### config.mk
export PLATFORM = sky130hd
export DESIGN_NAME = tof_report_collector_core
export DESIGN_NICKNAME = d
export VERILOG_FILES = /design/src/hw/rtl/trc_pkg.sv /design/src/hw/rtl/trc_ctrl.sv /design/src/hw/rtl/trc_datapath.sv /design/src/hw/rtl/tof_report_collector_core.sv
export SDC_FILE = /design/constraint.sdc
export NUM_CORES = 1
export LEC_CHECK = 0
export BUFFER_PORTS_ARGS = -buffer_cell sky130_fd_sc_hd__clkbuf_2
export CAP_MARGIN = 20
export CORE_AREA = 2 2 143 145
export DETAILED_ROUTE_END_ITERATION = 8
export DIE_AREA = 0 0 145 147
export PLACE_DENSITY = 0.73
export SYNTH_ARGS = -nofsm -noshare
export SYNTH_HDL_FRONTEND = slang
export SYNTH_SLANG_ARGS = --single-unit
### constraint.sdc
create_clock -name clk -period 3.7 [get_ports clk]
set_clock_uncertainty 0.05 [all_clocks]
set_input_delay 0.37 -clock clk [delete_from_list [all_inputs] [get_ports clk]]
set_output_delay 0.37 -clock clk [all_outputs]
set_load 0.005 [all_outputs]
### src/hw/rtl/trc_pkg.sv
// Shared types and constants of the time-of-flight report collector.
`timescale 1ns / 1ps
package trc_pkg;

	localparam int WORD_W     = 16;
	localparam int CODE_W     = 15;
	localparam int CNT_W      = 16;
	localparam int REF_W      = 3;
	localparam int TOF_W      = 12;
	localparam int CFG_ADDR_W = 2;
	localparam int CFG_DATA_W = 16;
	localparam int OUT_DATA_W = 16;

	localparam logic [CFG_ADDR_W-1:0] CFG_START_CODE = 2'd0;
	localparam logic [CFG_ADDR_W-1:0] CFG_GATE_DELAY = 2'd1;
	localparam logic [CFG_ADDR_W-1:0] CFG_WINDOW_LEN = 2'd2;

	localparam logic [CODE_W-1:0] START_CODE_RST = 15'd1;
	localparam logic [CNT_W-1:0]  GATE_DELAY_RST = 16'd50000;
	localparam logic [CNT_W-1:0]  WINDOW_LEN_RST = 16'd59000;

	typedef enum logic [1:0] {
		ST_IDLE,
		ST_GATE,
		ST_LOG,
		ST_DUMP
	} state_t;

	// Commands from controller to datapath.
	typedef struct packed {
		logic clear_slots; // zero all slots
		logic cnt_zero;    // restart the tick counter at zero
		logic cnt_step;    // load the incremented count
		logic write_slot;  // store the flight time of the current word
		logic dump_start;  // reset the dump index
		logic load_out;    // load the next slot into the output register
	} ctl_cmd_t;

	// Status from datapath to controller.
	typedef struct packed {
		logic is_tick;   // current item is a tick
		logic word_ok;   // word passes parity and is nonzero
		logic is_start;  // word equals the start code
		logic gate_hit;  // incremented count equals gate_delay
		logic win_hit;   // incremented count equals window_len
		logic out_free;  // output register can take a result this cycle
		logic dump_last; // dump index points at the final slot
	} dp_status_t;

endpackage

### src/hw/rtl/trc_ctrl.sv
// Controller state machine of the time-of-flight report collector.
`timescale 1ns / 1ps
module trc_ctrl (
	input  logic               clk,
	input  logic               arst_n,
	input  logic               s_tvalid,
	output logic               s_tready,
	input  trc_pkg::dp_status_t status,
	output trc_pkg::ctl_cmd_t  cmd
);

	trc_pkg::state_t state_q;
	trc_pkg::state_t state_d;
	logic            accept;

	always_ff @(posedge clk or negedge arst_n) begin
		if (!arst_n) begin
			state_q <= trc_pkg::ST_IDLE;
		end else begin
			state_q <= state_d;
		end
	end

	assign s_tready = (state_q != trc_pkg::ST_DUMP);
	assign accept   = s_tvalid && s_tready;

	always_comb begin
		state_d = state_q;
		cmd     = '0;
		case (state_q)
			trc_pkg::ST_DUMP: begin
				if (status.out_free) begin
					cmd.load_out = 1'b1;
					if (status.dump_last) begin
						state_d = trc_pkg::ST_IDLE;
					end
				end
			end
			trc_pkg::ST_IDLE, trc_pkg::ST_GATE, trc_pkg::ST_LOG: begin
				if (accept && !status.is_tick) begin
					if (status.word_ok && status.is_start) begin
						cmd.clear_slots = 1'b1;
						cmd.cnt_zero    = 1'b1;
						state_d         = trc_pkg::ST_GATE;
					end else if (status.word_ok && state_q == trc_pkg::ST_LOG) begin
						cmd.write_slot = 1'b1;
					end
				end else if (accept && state_q == trc_pkg::ST_GATE) begin
					if (status.gate_hit) begin
						cmd.cnt_zero = 1'b1;
						if (status.win_hit) begin
							cmd.dump_start = 1'b1;
							state_d        = trc_pkg::ST_DUMP;
						end else begin
							state_d = trc_pkg::ST_LOG;
						end
					end else begin
						cmd.cnt_step = 1'b1;
					end
				end else if (accept && state_q == trc_pkg::ST_LOG) begin
					cmd.cnt_step = 1'b1;
					if (status.win_hit) begin
						cmd.dump_start = 1'b1;
						state_d        = trc_pkg::ST_DUMP;
					end
				end
			end
			default: begin
				state_d = trc_pkg::ST_IDLE;
			end
		endcase
	end

endmodule

### src/hw/rtl/trc_datapath.sv
// Datapath of the time-of-flight report collector: registers, counter, slots, output.
`timescale 1ns / 1ps
module trc_datapath #(
	parameter int NUM_REFS = 8,
	parameter int TOF_BITS = 12
) (
	input  logic                              clk,
	input  logic                              arst_n,
	input  logic                              cfg_we,
	input  logic [trc_pkg::CFG_ADDR_W-1:0]    cfg_addr,
	input  logic [trc_pkg::CFG_DATA_W-1:0]    cfg_data,
	input  logic                              func,
	input  logic [trc_pkg::WORD_W-1:0]        word,
	input  trc_pkg::ctl_cmd_t                 cmd,
	output trc_pkg::dp_status_t               status,
	output logic                              m_tvalid,
	input  logic                              m_tready,
	output logic [trc_pkg::OUT_DATA_W-1:0]    m_tdata,
	output logic                              m_tlast
);

	localparam int IDX_W = $clog2(NUM_REFS);
	localparam logic [IDX_W-1:0] LAST_IDX = IDX_W'(NUM_REFS - 1);

	logic [trc_pkg::CODE_W-1:0] start_code_q;
	logic [trc_pkg::CNT_W-1:0]  gate_delay_q;
	logic [trc_pkg::CNT_W-1:0]  window_len_q;
	logic [trc_pkg::CNT_W-1:0]  tick_q;
	logic [trc_pkg::CNT_W-1:0]  tick_next;
	logic [TOF_BITS-1:0]        slots_q [NUM_REFS];
	logic [IDX_W-1:0]           dump_idx_q;
	logic                       out_valid_q;
	logic [trc_pkg::REF_W-1:0]  out_ref_q;
	logic [trc_pkg::TOF_W-1:0]  out_tof_q;
	logic                       out_last_q;
	logic [trc_pkg::CODE_W-1:0] code;
	logic [trc_pkg::REF_W-1:0]  ref_sel;
	logic                       ref_ok;

	assign code      = word[trc_pkg::CODE_W-1:0];
	assign ref_sel   = word[14:12];
	assign ref_ok    = (32'(ref_sel) < NUM_REFS);
	assign tick_next = tick_q + 16'd1;

	always_comb begin
		status.is_tick   = func;
		status.word_ok   = (code != '0) && ((^code) == word[15]);
		status.is_start  = (code == start_code_q);
		status.gate_hit  = (tick_next == gate_delay_q);
		status.win_hit   = (tick_next == window_len_q);
		status.out_free  = !out_valid_q || m_tready;
		status.dump_last = (dump_idx_q == LAST_IDX);
	end

	always_ff @(posedge clk or negedge arst_n) begin
		if (!arst_n) begin
			start_code_q <= trc_pkg::START_CODE_RST;
			gate_delay_q <= trc_pkg::GATE_DELAY_RST;
			window_len_q <= trc_pkg::WINDOW_LEN_RST;
		end else if (cfg_we) begin
			case (cfg_addr)
				trc_pkg::CFG_START_CODE: start_code_q <= cfg_data[trc_pkg::CODE_W-1:0];
				trc_pkg::CFG_GATE_DELAY: gate_delay_q <= cfg_data;
				trc_pkg::CFG_WINDOW_LEN: window_len_q <= cfg_data;
				default: ;
			endcase
		end
	end

	always_ff @(posedge clk or negedge arst_n) begin
		if (!arst_n) begin
			tick_q <= '0;
		end else if (cmd.cnt_zero) begin
			tick_q <= '0;
		end else if (cmd.cnt_step) begin
			tick_q <= tick_next;
		end
	end

	always_ff @(posedge clk or negedge arst_n) begin
		if (!arst_n) begin
			for (int i = 0; i < NUM_REFS; i++) begin
				slots_q[i] <= '0;
			end
		end else if (cmd.clear_slots) begin
			for (int i = 0; i < NUM_REFS; i++) begin
				slots_q[i] <= '0;
			end
		end else if (cmd.write_slot && ref_ok) begin
			slots_q[ref_sel[IDX_W-1:0]] <= word[TOF_BITS-1:0];
		end
	end

	always_ff @(posedge clk or negedge arst_n) begin
		if (!arst_n) begin
			dump_idx_q <= '0;
		end else if (cmd.dump_start) begin
			dump_idx_q <= '0;
		end else if (cmd.load_out && !status.dump_last) begin
			dump_idx_q <= dump_idx_q + 1'b1;
		end
	end

	always_ff @(posedge clk or negedge arst_n) begin
		if (!arst_n) begin
			out_valid_q <= 1'b0;
		end else if (cmd.load_out) begin
			out_valid_q <= 1'b1;
		end else if (m_tready) begin
			out_valid_q <= 1'b0;
		end
	end

	always_ff @(posedge clk) begin
		if (cmd.load_out) begin
			out_ref_q  <= trc_pkg::REF_W'(dump_idx_q);
			out_tof_q  <= trc_pkg::TOF_W'(slots_q[dump_idx_q]);
			out_last_q <= status.dump_last;
		end
	end

	assign m_tvalid = out_valid_q;
	assign m_tdata  = {1'b0, out_tof_q, out_ref_q};
	assign m_tlast  = out_last_q;

endmodule

### src/hw/rtl/tof_report_collector_core.sv
// Top level of the time-of-flight report collector.
`timescale 1ns / 1ps
// Dump: a tick that closes the window moves the controller into the dump state, which
//   loads one slot a cycle into the output register as the sink takes them.
// Throughput: one input request per cycle outside a dump; a dump holds the input until
//   its last slot is loaded.
// Reset (arst_n low, asynchronous): idle, counter and slots zero, registers at defaults.
module tof_report_collector_core #(
	parameter int NUM_REFS = 8,
	parameter int TOF_BITS = 12
) (
	input  logic                           clk,
	input  logic                           arst_n,
	// Configuration write port.
	input  logic                           cfg_we,
	input  logic [trc_pkg::CFG_ADDR_W-1:0] cfg_addr,
	input  logic [trc_pkg::CFG_DATA_W-1:0] cfg_data,
	// Input stream.
	input  logic                           s_tvalid,
	output logic                           s_tready,
	input  logic [trc_pkg::WORD_W-1:0]     s_tdata,  // [15:0] word
	input  logic                           s_tuser,  // [0] func: 1 = tick, 0 = word
	// Result stream.
	output logic                           m_tvalid,
	input  logic                           m_tready,
	output logic [trc_pkg::OUT_DATA_W-1:0] m_tdata,  // [2:0] ref_index, [14:3] flight_time
	output logic                           m_tlast
);

	trc_pkg::ctl_cmd_t   cmd;
	trc_pkg::dp_status_t status;

	// Sequence start, gate, logging and dump; hold input during a dump.
	trc_ctrl u_ctrl (
		.clk      (clk),
		.arst_n   (arst_n),
		.s_tvalid (s_tvalid),
		.s_tready (s_tready),
		.status   (status),
		.cmd      (cmd)
	);

	// Check words, count ticks, store slots and drive the result register.
	trc_datapath #(
		.NUM_REFS (NUM_REFS),
		.TOF_BITS (TOF_BITS)
	) u_datapath (
		.clk      (clk),
		.arst_n   (arst_n),
		.cfg_we   (cfg_we),
		.cfg_addr (cfg_addr),
		.cfg_data (cfg_data),
		.func     (s_tuser),
		.word     (s_tdata),
		.cmd      (cmd),
		.status   (status),
		.m_tvalid (m_tvalid),
		.m_tready (m_tready),
		.m_tdata  (m_tdata),
		.m_tlast  (m_tlast)
	);

endmodule

==> run metrics, run 1 <==
Syn. warnings 0; antenna violations before repair 1; fin util 0.563; Async S/R FF share, synth 0.912; Power Density approximately 460 mW/mm2; synth unique cells between 70 and 80; top post-synthesis cells by count dfrtp_1 (149), nor2_1 (112), mux2i_1 (100); Crit. End Element flip-flop; Final period util 0.848; Synth area leader dfrtp_1; die height between 100 and 150 um; WL final about 24 mm; Slowest-stage cell, CP and4_1; pre-CTS WS 0.317 ns; CTS Buf Count 17; worst setup path class flip-flop to flip-flop; worst slew pin tran around 1 ns; ys flop type dfrtp_1; vias 6,883; setup violators final 0; Synth Cell Area roughly 0.0099 mm2; Pre-antenna DRT Iters 5; CP peak stage delay 0.47 ns; outcome finished, final reports clean; clock slew at reported path FFs around 0.070 ns; root buf cell clkbuf_16; H-tree Lvls 4; die area approximately 0.021 mm2; CTS resizes 0; DRC violations left 0; die extent in x approximately 150 um; fin nets 942; Port Buffers between 50 and 60; CP arrival 3.41 ns; f_max ~320 MHz; post-synthesis cell count approximately 840; max-cap violations 0; wire per inst about 20 um; antenna cell count 0; starting DRC count in detailed routing 607; share of the synthesized area in the top cell type 0.377; crit-path most repeated cell a2111oi_2; TritonCTS clock tree built; peak supply drop 364 uV; WP data required around 4 ns; number of flops mapped to enable cells by yosys 16; syn_area_per_cell roughly 12 um2; Yosys reg bits 181; Hold Path Class input port to flip-flop; count leader, synth dfrtp_1; HPWL after DPL about 17 mm; CP delay by family, top simple AND/OR/NAND/NOR gates; core area 0.0198 mm2; Post-DRT Antenna Nets 0; Final WS setup 0.562 ns; Leakage ~5.3 nW; setup TNS 0 ns; Area growth syn-to-layout 13.1%; FP Rows 52; first-pass GRT wire length 38.7 mm; maximum net fanout on the critical path 9; routability congestion estimate from global placement approximately 0.94; IO Count 59; Starting Density 0.498; synth top area cells dfrtp_1 (38%), mux2i_1 (10%), mux2_2 (6.7%); clock latency on the worst-skew pair approximately 0.44 ns; Bufs and invs on worst path 1; gr ovfl total 0; minimum clock period roughly 3.1 ns; fin. max-slew vios 0; crit-path cells ha_1 > and4_1 > nand2_1 > or3_1 > a2111oi_2 > buf_4 > and4_4 > nor2_1 > a2111oi_2; Fin. Hold Viols 0; clock tree buffer depth 2; largest net degree at the start of global routing around 100; unrepaired setup endpoints after global routing no; Rel. slew slack 0.322; Syn Nets about 900; Clock Sinks between 150 and 200; number of global-route vias before repair 6,895; layout cells sized above 1 0.282; Via density about 5.9; All-Layer GR Usage 0.235; Seq/Total Area, Yosys 0.468; crit start category flip-flop
-- sequential cells by signal, indices dropped and copies added (netlist names) --
name	count
u_datapath.slots_q	96
u_datapath.gate_delay_q	16
u_datapath.tick_q	16
u_datapath.window_len_q	16
u_datapath.start_code_q	15
u_datapath.out_tof_q	12
u_datapath.dump_idx_q	3
u_datapath.out_ref_q	3
u_ctrl.state_q	2
u_datapath.m_tlast	1
u_datapath.m_tvalid	1
-- layer usage --
layer,track usage,vias to the layer above,share of wire
li1,-,3123,-
met1,0.341,3506,0.46
met2,0.360,220,0.46
met3,0.0457,34,0.065
met4,0.0703,0,0.018
met5,0,-,0
-- layout by cell type (no fill, tap or decap), types with 10 or more instances in the layout --
cell,Yosys,final
a21oi_1,11,11
a31oi_1,11,11
buf_4,10,39
clkbuf_16,0,17
clkbuf_2,0,56
dfrtp_1,149,148
dfstp_2,16,16
edfxtp_1,16,16
ha_1,10,10
inv_1,25,25
mux2_2,59,59
mux2i_1,100,100
mux4_2,24,24
nand2_1,24,24
nand3_1,10,10
nand4_1,15,15
nor2_1,112,112
xnor2_1,30,30
xor2_1,22,22
-- cells by family (layout without fill, tap and decap cells) --
family / count (synthesis) / after routing / synth area share
buffers and inverters: 91 / 157 / 0.0425
multiplexers: 183 / 183 / 0.223
AND/OR/NAND/NOR: 240 / 240 / 0.133
flip-flops: 181 / 181 / 0.468
XOR/XNOR: 57 / 57 / 0.0575
AO/OA/AOI/OAI: 76 / 76 / 0.0624
adder cells (fa/ha/maj): 10 / 10 / 0.0127
other: 1 / 1 / 0.000379
-- worst reg2reg max path, stage by stage, from the launching register on --
cell,delay [ns]
dfrtp_1,0.42
ha_1,0.36
and4_1,0.47
nand2_1,0.16
or3_1,0.39
a2111oi_2,0.30
buf_4,0.20
and4_4,0.25
nor2_1,0.11
a2111oi_2,0.32
-- power by group --
group	leakage (nW)	internal (mW)	switching, mW
clock network	0.294	1.09	0.842
logic	2.67	0.421	0.438
registers	2.34	2.17	0.170
-- per-stage QoR --
step | hold slack (ns) | cell area [um2] | cells | power (mW)
2_1_floorplan | 0.0244 | 9890 | 839 | 2.96
5_1_grt | 0.130 | 11200 | 1175 | 5.35
6_report | 0.130 | 11200 | 1175 | 5.13
3_3_place_gp | 0.247 | 10500 | 1141 | 3.21
3_5_place_dp | 0.247 | 10500 | 1142 | 3.24
4_1_cts | 0.119 | 11200 | 1175 | 5.16
-- final cells by class --
cell class,count,area (um2)
clock inverter,14,193
clock buffer,18,429
sequential,181,4630
timing repair buffer,100,646
inverter,25,93.8
multi-input combinational,567,4850
fill,1672,8670
tap,270,338
-- worst paths after layout --
check                                       startpoint                     endpoint  depth (start not counted)  slack [ns]
max in group asynchronous                       arst_n   u_datapath.window_len_q[5]                          3        2.47
min                                       cfg_data[15]  u_datapath.gate_delay_q[15]                          2        0.13
min reg2reg                u_datapath.window_len_q[11]  u_datapath.window_len_q[11]                          1        0.47
max reg2reg                       u_datapath.tick_q[1]         u_datapath.tick_q[9]                          9        0.56
min in group asynchronous                       arst_n        u_datapath.tick_q[14]                          2        0.35
max                               u_datapath.tick_q[1]         u_datapath.tick_q[9]                          9        0.56
-- what timing repair did --
action                     4_1_cts  5_1_grt
hold buffers                     1        0
setup buffers                    0        0
hold endpoints to repair        26        0
setup endpoints to repair        0        0
Note: power is estimated with default switching activity, not from simulation.
==> inputs of run 2 (changes only) <==
==> constraint.sdc (replaced) <==
create_clock -name clk -period 3.2 [get_ports clk]
set_clock_uncertainty 0.05 [all_clocks]
set_input_delay 0.32 -clock clk [delete_from_list [all_inputs] [get_ports clk]]
set_output_delay 0.32 -clock clk [all_outputs]
set_load 0.005 [all_outputs]
==> run 2 against run 1 <==
Against the previous run: combinational power is 19% higher; hold slack worse by 0.050 ns; register-to-register slack worse by 0.44 ns; largest power group unchanged; power is 14% higher.
==> run metrics, run 2 (same netlist as run 1, synthesis figures left out) <==
Post-DRT Antenna Nets 0; Finished Cell Area about 0.011 mm2; antenna cell count 0; WP data required ~3.5 ns; number of post-CTS setup repair buffers 0; crit-path cells nand3_4 > or4_4 > mux2i_1 > a211oi_2 > nand4_1 > a21oi_1 > buf_4 > a2111oi_2; die area 0.0213 mm2; peak supply drop between 400 and 500 uV; Bufs and invs on worst path 1; Starting Density 0.498; worst slew pin tran a little under 1 ns; routability congestion estimate from global placement around 0.94; antenna violations before repair 0; CTS Buf Count 17; Biggest register u_datapath.slots_q; DRC violations left 0; setup TNS 0 ns; unrepaired setup endpoints after global routing no; HPWL after DPL between 15 and 20 mm; number of global-route vias before repair 6,729; vias 6,906; CP peak stage delay 0.64 ns; die extent in x approximately 150 um; fin nets ~960; All-Layer GR Usage 0.235; Final period util 0.963; Pre-antenna DRT Iters 5; layout cells sized above 1 0.296; CP delay by family, top simple AND/OR/NAND/NOR gates; CP arrival 3.34 ns; Tot Pwr ~6 mW; clock tree buffer depth 2; Largest register FFs between 90 and 100; outcome finished, final reports clean; largest net degree at the start of global routing 70; die height approximately 150 um; wire per inst roughly 20 um; commonest non-fill, non-tap cell in the layout dfrtp_1; FP Rows 52; Rel. slew slack 0.346; starting DRC count in detailed routing 502; Via density just under 6; fin. max-slew vios 0; crit start category flip-flop; most frequent cells in the layout dfrtp_1 (148), nor2_1 (112), mux2i_1 (100); minimum clock period ~3.1 ns; Hold Slack 0.0802 ns; Slowest-stage cell, CP or4_4; IO Count 59; WL final roughly 24 mm; TritonCTS clock tree built; clock latency on the worst-skew pair between 0.4 and 0.5 ns; max-cap violations 0; maximum net fanout on the critical path 11; Power Density approximately 520 mW/mm2; f_max roughly 320 MHz; Leakage 5.37 nW; Fin. Hold Viols 0; root buf cell clkbuf_16; Clock Sinks 181; gr ovfl total 0; post-place instance area between 0.01 and 0.015 mm2; clock slew at reported path FFs approximately 0.07 ns; first-pass GRT wire length slightly below 40 mm; core area ~0.02 mm2; Crit. End Element flip-flop; Area growth syn-to-layout 14.4%; fin util 0.570; Port Buffers 57; Hold Path Class input port to flip-flop; setup violators final 0; worst setup path class flip-flop to flip-flop; H-tree Lvls 4
==> run 2: path summary, 6_finish.rpt <==
path / from / to / slack [ns] / depth (start not counted)
worst max-delay path: u_datapath.tick_q[7] / u_datapath.tick_q[9] / 0.12 / 8
worst min-delay path: cfg_data[15] / u_datapath.gate_delay_q[15] / 0.08 / 2
worst max register to register: u_datapath.tick_q[7] / u_datapath.tick_q[9] / 0.12 / 8
worst min register to register: u_datapath.slots_q[15] / u_datapath.slots_q[15] / 0.47 / 2
max in group asynchronous: arst_n / u_datapath.gate_delay_q[6] / 1.78 / 3
min in group asynchronous: arst_n / u_datapath.tick_q[4] / 0.41 / 2
==> run 2: stage by stage <==
stage                     std cells  worst slack (ns)
after floorplan                 839            0.0653
after global placement         1157             0.203
after detailed placement       1157            0.0657
after CTS                      1189            0.0211
after global routing           1189            0.0480
final                          1189             0.118
==> run 2: cell type report <==
cell class	count	area (um2)
Clock buffer	17	425
Clock inverter	14	164
Fill cell	1612	8540
Inverter	25	93.8
Multi-Input combinational cell	567	4850
Sequential cell	181	4630
Tap cell	270	338
Timing Repair Buffer	115	805
==> run 2: per-layer routing <==
| layer | vias to the layer above | GRT usage | part of all wire |
|---|---|---|---|
| met5 | - | 0 | 0 |
| met4 | 0 | 0.0609 | 0.013 |
| met3 | 26 | 0.0519 | 0.068 |
| met2 | 247 | 0.356 | 0.45 |
| met1 | 3492 | 0.346 | 0.47 |
| li1 | 3141 | - | - |
==> run 2: worst register-to-register path: stages, from the launching register on <==
cell and delay (ns):
dfrtp_1 0.59, nand3_4 0.25, or4_4 0.64, mux2i_1 0.20, a211oi_2 0.41, nand4_1 0.16, a21oi_1 0.42, buf_4 0.21
a2111oi_2 0.04
==> run 2: what timing repair did <==
action,CTS,global route
hold buffers,1,0
gates resized for setup,0,1
endpoints found under the setup margin,0,10
hold endpoints to repair,55,0
==> run 2: report_power, final <==
part	switching, mW	internal (mW)	leakage [nW]
combinational	0.511	0.505	2.75
clock	1.00	1.11	0.275
sequential	0.198	2.51	2.34
total	1.71	4.13	5.37
==> inputs of run 3 (changes only) <==
==> constraint.sdc (replaced) <==
create_clock -name clk -period 3.5 [get_ports clk]
set_clock_uncertainty 0.05 [all_clocks]
set_input_delay 0.35 -clock clk [delete_from_list [all_inputs] [get_ports clk]]
set_output_delay 0.35 -clock clk [all_outputs]
set_load 0.005 [all_outputs]
==> run 3 against run 2 <==
Against the previous run: flip-flop and latch count unchanged; core utilization down 0.85 points; largest power group unchanged; critical path depth unchanged; global-route usage up 0.30 points; hold slack better by 0.034 ns; clock power down 12%; setup slack better by 0.18 ns.
==> run metrics, run 3 (same netlist as run 1, synthesis figures left out) <==
Largest register FFs 96; number of post-CTS setup repair buffers 0; fin nets about 940; root buf cell clkbuf_16; minimum clock period ~3.2 ns; die height roughly 150 um; max-cap violations 0; outcome finished, final reports clean; TritonCTS clock tree built; Fin. Hold Viols 0; DRC violations left 0; WL final about 24 mm; Tot Pwr between 5 and 6 mW; unrepaired setup endpoints after global routing no; Clock Sinks between 150 and 200; crit start category flip-flop; Port Buffers 57; core area between 0.015 and 0.02 mm2; IO Count around 60; All-Layer GR Usage 0.238; clock slew at reported path FFs ~0.070 ns; vias approximately 6.9k; setup violators final 0; clock latency on the worst-skew pair 0.44 ns; Hold Path Class input port to flip-flop; f_max just over 300 MHz; Biggest register u_datapath.slots_q; WP data required approximately 3.8 ns; fin util 0.561; worst setup path class flip-flop to flip-flop; die extent in x approximately 150 um; commonest non-fill, non-tap cell in the layout dfrtp_1; most frequent cells in the layout dfrtp_1 (148), nor2_1 (112), mux2i_1 (100); layout cells sized above 1 0.286; fin. max-slew vios 0; largest net degree at the start of global routing 98; CTS Buf Count 17; antenna violations before repair 0; Area growth syn-to-layout 12.7%; Power Density around 470 mW/mm2; setup TNS 0 ns; die area around 0.021 mm2; antenna cell count 0; Hold Slack ~0.11 ns; peak supply drop approximately 440 uV; number of global-route vias before repair 6,759; routability congestion estimate from global placement between 0.9 and 1; CP arrival 3.48 ns; gr ovfl total 0; Starting Density 0.498; H-tree Lvls 4; wire per inst 20.6 um; Via density ~5.9; HPWL after DPL 16.8 mm; Pre-antenna DRT Iters 5; worst slew pin tran 1.00 ns; Final period util 0.916; starting DRC count in detailed routing 601; post-place instance area approximately 0.011 mm2; Leakage roughly 5.3 nW; Finished Cell Area approximately 0.011 mm2; Rel. slew slack 0.329; FP Rows 52; clock tree buffer depth 2; Crit. End Element flip-flop; maximum net fanout on the critical path 9; first-pass GRT wire length roughly 39 mm; Post-DRT Antenna Nets 0
[run 3: changes by cell type in the layout (fill, tap and decap cells not counted), sizes merged]
| cell | delta |
|---|---|
| bufinv | -1 |
| clkinvlp | -1 |
| buf | -14 |
| clkinv | +3 |
[run 3: path summary, 6_finish.rpt]
| path | cells after the start | from | slack, ns | end |
|---|---|---|---|---|
| min in group asynchronous | 2 | arst_n | 0.43 | u_datapath.tick_q[4] |
| worst min-delay path | 2 | cfg_data[15] | 0.11 | u_datapath.gate_delay_q[15] |
| worst max-delay path | 8 | u_datapath.tick_q[0] | 0.29 | u_datapath.tick_q[9] |
| worst max register to register | 8 | u_datapath.tick_q[0] | 0.29 | u_datapath.tick_q[9] |
| worst min register to register | 2 | u_datapath.slots_q[83] | 0.47 | u_datapath.slots_q[83] |
| max in group asynchronous | 3 | arst_n | 2.08 | u_datapath.slots_q[11] |
[run 3: worst max-delay path, stage by stage, from the launching register on]
cell and delay (ns):
dfrtp_1 0.52, ha_1 0.37, and4_2 0.41, nand2_1 0.13, or3_1 0.41, a2111oi_4 0.42
and4_4 0.33, nor2_1 0.12, a2111oi_2 0.32
[run 3: timing repair]
item                       4_1_cts  5_1_grt
hold buffers                     1        0
setup endpoints to repair        0       10
hold endpoints to repair        72        0
gates resized for setup          0        3
[run 3: layer usage]
| metal | global-route usage | share of wire |
|---|---|---|
| met2 | 0.342 | 0.44 |
| met1 | 0.367 | 0.49 |
| met4 | 0.0703 | 0.019 |
| met3 | 0.0460 | 0.052 |
| met5 | 0 | 0 |
[run 3: final cells by class]
type                       instances  area [um2]
multi-input combinational        567        4860
clock inverter                    15         141
tap                              270         338
timing repair buffer             101         649
fill                            1688        8700
sequential                       181        4630
inverter                          25        93.8
clock buffer                      17         425
[run 3: power by group]
group | internal [mW] | switching [mW] | leakage [nW]
Clock | 0.938 | 0.908 | 0.271
Sequential | 2.30 | 0.203 | 2.34
Combinational | 0.438 | 0.450 | 2.67
[run 3: stage by stage]
step / worst slack (ns) / cells
detailed placement: 0.0884 / 1143
global placement: 0.147 / 1143
finish: 0.294 / 1176
floorplan: 0.335 / 839
CTS: 0.0659 / 1176
global route: 0.0951 / 1176
